===== config.mk =====
export PLATFORM = sky130hd
export DESIGN_NAME = bpc_udiv
export DESIGN_NICKNAME = d
export VERILOG_FILES = /design/src/hdl/baro_pressure_temp_compensation_defines.svh /design/src/hdl/bpc_pkg.sv /design/src/hdl/bpc_udiv.sv
export SDC_FILE = /design/constraint.sdc
export NUM_CORES = 2
export LEC_CHECK = 0
export BUFFER_PORTS_ARGS = -buffer_cell sky130_fd_sc_hd__buf_2
export CAP_MARGIN = 20
export CORE_MARGIN = 4
export CORE_UTILIZATION = 39
export CTS_CLUSTER_SIZE = 14
export DETAILED_ROUTE_END_ITERATION = 10
export SLEW_MARGIN = 20
export SYNTH_ARGS = -nofsm -noshare
export SYNTH_HDL_FRONTEND = slang
export SYNTH_SLANG_ARGS = --single-unit

===== constraint.sdc =====
create_clock -name clk -period 4.75 [get_ports clk]
set_input_delay 0.2375 -clock clk [delete_from_list [all_inputs] [get_ports clk]]
set_output_delay 0.2375 -clock clk [all_outputs]
set_load 0.02 [all_outputs]

===== src/hdl/baro_pressure_temp_compensation_defines.svh =====
// Assertion macros for the barometric compensation block.
// Taken in by the top level; needs nothing else.
`ifndef BARO_PRESSURE_TEMP_COMPENSATION_DEFINES_SVH
`define BARO_PRESSURE_TEMP_COMPENSATION_DEFINES_SVH

// Same-cycle implication, disabled while in reset.
`define BPC_ASSERT_IMPL(label, clk, rst_n, ante, cons) \
    label: assert property (@(posedge clk) disable iff (!rst_n) (ante) |-> (cons)) \
        else $error("bpc assertion failed");

// Next-cycle implication, disabled while in reset.
`define BPC_ASSERT_NEXT(label, clk, rst_n, ante, cons) \
    label: assert property (@(posedge clk) disable iff (!rst_n) (ante) |=> (cons)) \
        else $error("bpc assertion failed");

`endif


===== src/hdl/bpc_pkg.sv =====
// Package for the barometric compensation block: constants, codes, types, helpers.
// No dependencies.
`timescale 1ns / 1ps
`default_nettype none
package bpc_pkg;

    localparam int DIV_W    = 32;
    localparam int PIPE_LAT = 2 * DIV_W + 9;

    localparam logic [31:0] C_B6_OFS  = 32'd4000;
    localparam logic [31:0] C_P_A     = 32'd3038;
    localparam logic [31:0] C_P_B     = 32'hFFFF_E343;  // -7357
    localparam logic [31:0] C_P_C     = 32'd3791;
    localparam logic [31:0] C_B7_BASE = 32'd50000;
    localparam logic [31:0] C_B4_BIAS = 32'd32768;

    localparam logic signed [31:0] T_MIN = -32'sd2048;
    localparam logic signed [31:0] T_MAX = 32'sd2047;
    localparam logic signed [31:0] P_MAX = 32'sd262143;

    typedef enum logic [1:0] {
        CFG_CAL_A = 2'd0,
        CFG_CAL_B = 2'd1,
        CFG_CAL_C = 2'd2,
        CFG_OSS   = 2'd3
    } cfg_index_t;

    // sideband alongside the temperature divider
    typedef struct packed {
        logic [31:0] x1t;
        logic        neg;
        logic        err;
        logic [23:0] up;
    } side1_t;

    // sideband alongside the pressure divider
    typedef struct packed {
        logic        hi;
        logic        err;
        logic [11:0] t;
    } side2_t;

    function automatic logic [31:0] asr32(input logic [31:0] v, input logic [4:0] s);
        return $unsigned($signed(v) >>> s);
    endfunction

endpackage
`default_nettype wire


===== src/hdl/bpc_udiv.sv =====
// Pipelined unsigned restoring divider, one quotient bit per stage.
// Depends on bpc_pkg (DIV_W).
`timescale 1ns / 1ps
`default_nettype none
module bpc_udiv (
    input  wire logic                    clk,
    input  wire logic                    en,
    input  wire logic [bpc_pkg::DIV_W-1:0] num,
    input  wire logic [bpc_pkg::DIV_W-1:0] den,
    output logic      [bpc_pkg::DIV_W-1:0] quo
);
    import bpc_pkg::*;

    logic [DIV_W-1:0] rem_reg [DIV_W];
    logic [DIV_W-1:0] num_reg [DIV_W];
    logic [DIV_W-1:0] den_reg [DIV_W];
    logic [DIV_W-1:0] quo_reg [DIV_W];

    for (genvar k = 0; k < DIV_W; k++) begin : g_stage
        logic [DIV_W-1:0] prev_rem;
        logic [DIV_W-1:0] prev_num;
        logic [DIV_W-1:0] prev_den;
        logic [DIV_W-1:0] prev_quo;
        logic [DIV_W:0]   trial;
        logic [DIV_W:0]   diff;
        logic             ge;

        if (k == 0) begin : g_first
            assign prev_rem = '0;
            assign prev_num = num;
            assign prev_den = den;
            assign prev_quo = '0;
        end
        else begin : g_rest
            assign prev_rem = rem_reg[k-1];
            assign prev_num = num_reg[k-1];
            assign prev_den = den_reg[k-1];
            assign prev_quo = quo_reg[k-1];
        end

        assign trial = {prev_rem, prev_num[DIV_W-1-k]};
        assign diff  = trial - {1'b0, prev_den};
        assign ge    = (trial >= {1'b0, prev_den});

        always_ff @(posedge clk)
        begin
            if (en)
            begin
                rem_reg[k] <= ge ? diff[DIV_W-1:0] : trial[DIV_W-1:0];
                num_reg[k] <= prev_num;
                den_reg[k] <= prev_den;
                quo_reg[k] <= {prev_quo[DIV_W-2:0], ge};
            end
        end
    end

    assign quo = quo_reg[DIV_W-1];

endmodule
`default_nettype wire


==> flow_summary.yaml <==
routing:
  firstDrtPassIters: 5
  postRouteAntennaNets: 0
  avgViaCountPerCell: 5.17
  wirelength_mm: 343
  vias: 96000
  drcViolationCount: 0
  drtIter0Drc: 7210
  wl_per_cell_um: 18.5
critical_path:
  worstPathMaxFanout: 28
  worstSetupPathType: "reg2reg"
  path_cells: "inv_1 > ha_1 > o21a_1 > o31a_1 > nor3_1 > o31ai_1 > a21o_1 > a211o_1 > a31oi_2 > o21ai_2 > a31oi_1 > o211ai_4 > buf_12 > mux2_2"
  crit_path_top_delay_cell: "edfxtp_1"
  r2r_slack_ns: 0.24
  cp_top_family: "compound AO/OA/AOI/OAI gates"
  critPathLaunchType: "flip-flop"
  cp_slowest_stage_delay_ns: 0.61
  crit_path_end_kind: "flip-flop"
  cp.required_ns: 5.36
  cp.arrival_ns: 5.12
  path_buf_inv: 2
finish:
  seqCellArea_um2: 90300
  utilization_pct: 44.0
  drive_above_1_share_pct: 8.21
  multi_input_area_um2: 57600
  fin_cells: 18600
  fill_cells: 36000
  nets: 14200
  synthToLayoutAreaGrowth_pct: 12.3
global_route:
  grt_max_degree: 172
  antenna_found_initial: 8
  grt-ovfl-total: 0
  grt_pass1_vias: 93500
  grt_pass1_wl_mm: 533
  grt.total_usage_pct: 16.5
clocking:
  cts.clk_slew.worst_paths_ns: 0.06
  cts_root_buf: "clkbuf_16"
  clock_path_buffers: 4
  numCtsBuffers: 333
  insertion_delay_ns: 0.94
  post-cts-setup-buffers: 0
  cts_resized: 0
  h-tree-depth: 5
  cts_tree: "yes"
  cts.sinks: 3008
sta:
  relSlewSlack_pct: 22.0
  finalCritPeriodShare_pct: 94.9
  hold_viol: 0
  rsz0062_at_grt: "no"
  fin_crit_ns: 4.51
  setup_viol: 0
  slew_violations: 0
  setup-tns-final_ns: 0
  worstMarginPinSlew_ns: 1.17
  max_freq_ghz: 0.222
  finClkSkew_ns: 0.0846
synth:
  yosys_warnings: 0
  yosys_most_used_dff: "edfxtp_1"
  synth_common_cells: "3008 x edfxtp_1, 1219 x inv_1, 1084 x a21oi_1"
  synthTopCellsByArea: "edfxtp_1 59%, ha_1 8.1%, a21oi_1 3.5%"
  synth_fp_nets: 13800
  syn_inst: 12700
  yosysSeqAreaShare_pct: 58.7
  synth.most_common_cell: "edfxtp_1"
  synthDominantCellAreaShare_pct: 58.7
  synth_area_per_cell_um2: 12.1
  syn_area_um2: 154000
  synthDistinctLibCells: 107
  synth_area_leader_cell: "edfxtp_1"
  synth_edf_count: 3008
  ys_ff_latch: 3008
  synth-async-reset-ratio_pct: 0
place:
  placed_cells: 17900
  port-buffer-count: 97
  gp_congestion: 0.920
  place_hpwl_mm: 256
flow_run:
  maxCapViolations: 0
die:
  core_area_um2: 393000
  start_util_pct: 39.2
  die_y_um: 636
  num_rows: 230
  die_w_um: 636
  io_pins: 98
  die-area_um2: 404000
power_and_ir_drop:
  power_density_nw_per_um2: 672
  seqPwrFrac_pct: 36.3
  comb_power_share_pct: 42.0
  leakage_nw: 68.1
  switchingPower_mw: 42.3
  intPower_mw: 73.8
  pwr-share-clk_pct: 21.6
  swShare_pct: 36.4
  vdd_drop_max_uv: 346
worst_hold_path:
  hold_class: "in2reg"
status:
  status: "finished, final reports clean"
==> power by group through the flow <==
stage | sequential, mW | clock (mW) | combinational [mW]
6_report | 42.2 | 25.1 | 48.8
5_1_grt | 42.7 | 27.1 | 54.5
4_1_cts | 42.3 | 26.0 | 48.7
3_5_place_dp | 42.7 | 0 | 48.3
3_3_place_gp | 42.9 | 0 | 48.0
2_1_floorplan | 40.3 | 0 | 37.5
==> routing by layer <==
metal / track usage (%) / wire length (um) / vias up
li1: - / - / 47700
met2: 28.6 / 167000 / 1940
met3: 1.87 / 13100 / 658
met4: 7.07 / 15700 / 0
met5: 0 / 0 / -
met1: 20.7 / 147000 / 45700
==> layout by cell type (no fill, tap or decap), types with 101 or more instances in the layout <==
| cell type | n |
|---|---|
| xor2_1 | 341 |
| o21ai_0 | 812 |
| ha_1 | 994 |
| nand2b_1 | 138 |
| xnor2_1 | 474 |
| a21o_1 | 478 |
| nor2_1 | 707 |
| edfxtp_1 | 3008 |
| nand4_1 | 161 |
| mux2_2 | 269 |
| nand2_1 | 863 |
| a21oi_1 | 1083 |
| o21a_1 | 122 |
| clkbuf_16 | 340 |
| dlygate4sd3_1 | 110 |
| nor2b_1 | 162 |
| nor3_1 | 113 |
| nand3_1 | 201 |
| inv_1 | 1219 |
| buf_4 | 101 |
| o21bai_1 | 122 |
==> final timing paths <==
path / depth (start not counted) / endpoint / start
worst max-delay path: 14 / rem_reg[0][357]$_DFFE_PP_ / den_reg[0][322]$_DFFE_PP_
worst min-delay path: 2 / num_reg[0][4]$_DFFE_PP_ / num[4]
worst max register to register: 14 / rem_reg[0][357]$_DFFE_PP_ / den_reg[0][322]$_DFFE_PP_
worst min register to register: 0 / num_reg[0][385]$_DFFE_PP_ / num_reg[0][353]$_DFFE_PP_
==> through the flow <==
stage                     power (mW)  hold slack, ns  cell area [um2]  worst slack, ns
after floorplan                 77.7           0.336           154000             1.33
after global placement          90.8           0.400           161000            0.384
after detailed placement        91.0           0.405           161000            0.374
after CTS                        117       0.0000714           173000            0.329
after global routing             124          0.0532           173000           0.0822
final                            116          0.0947           173000            0.244
==> timing repair <==
action	CTS	global route
endpoints found under the setup margin	0	0
endpoints found under the hold margin	131	0
hold buffers	110	0
==> cells by family after synthesis <==
kind of cell	Yosys count	synth area share (%)
flip-flops	3008	58.7
multiplexers	345	2.52
adder cells (fa/ha/maj)	1024	8.48
AO/OA/AOI/OAI	3341	13.6
buffers and inverters	1553	3.91
XOR/XNOR	815	4.64
AND/OR/NAND/NOR	2658	8.13
==> area by class of cell <==
cell class | instances | share of cell area, %
tap | 5220 | 3.78
inverter | 1220 | 2.65
timing repair buffer | 345 | 1.80
sequential | 3008 | 52.3
antenna | 4 | 0.00580
multi-input combinational | 8183 | 33.3
clock buffer | 408 | 5.07
clock inverter | 193 | 1.06
Power figures use the tool's default switching activity.
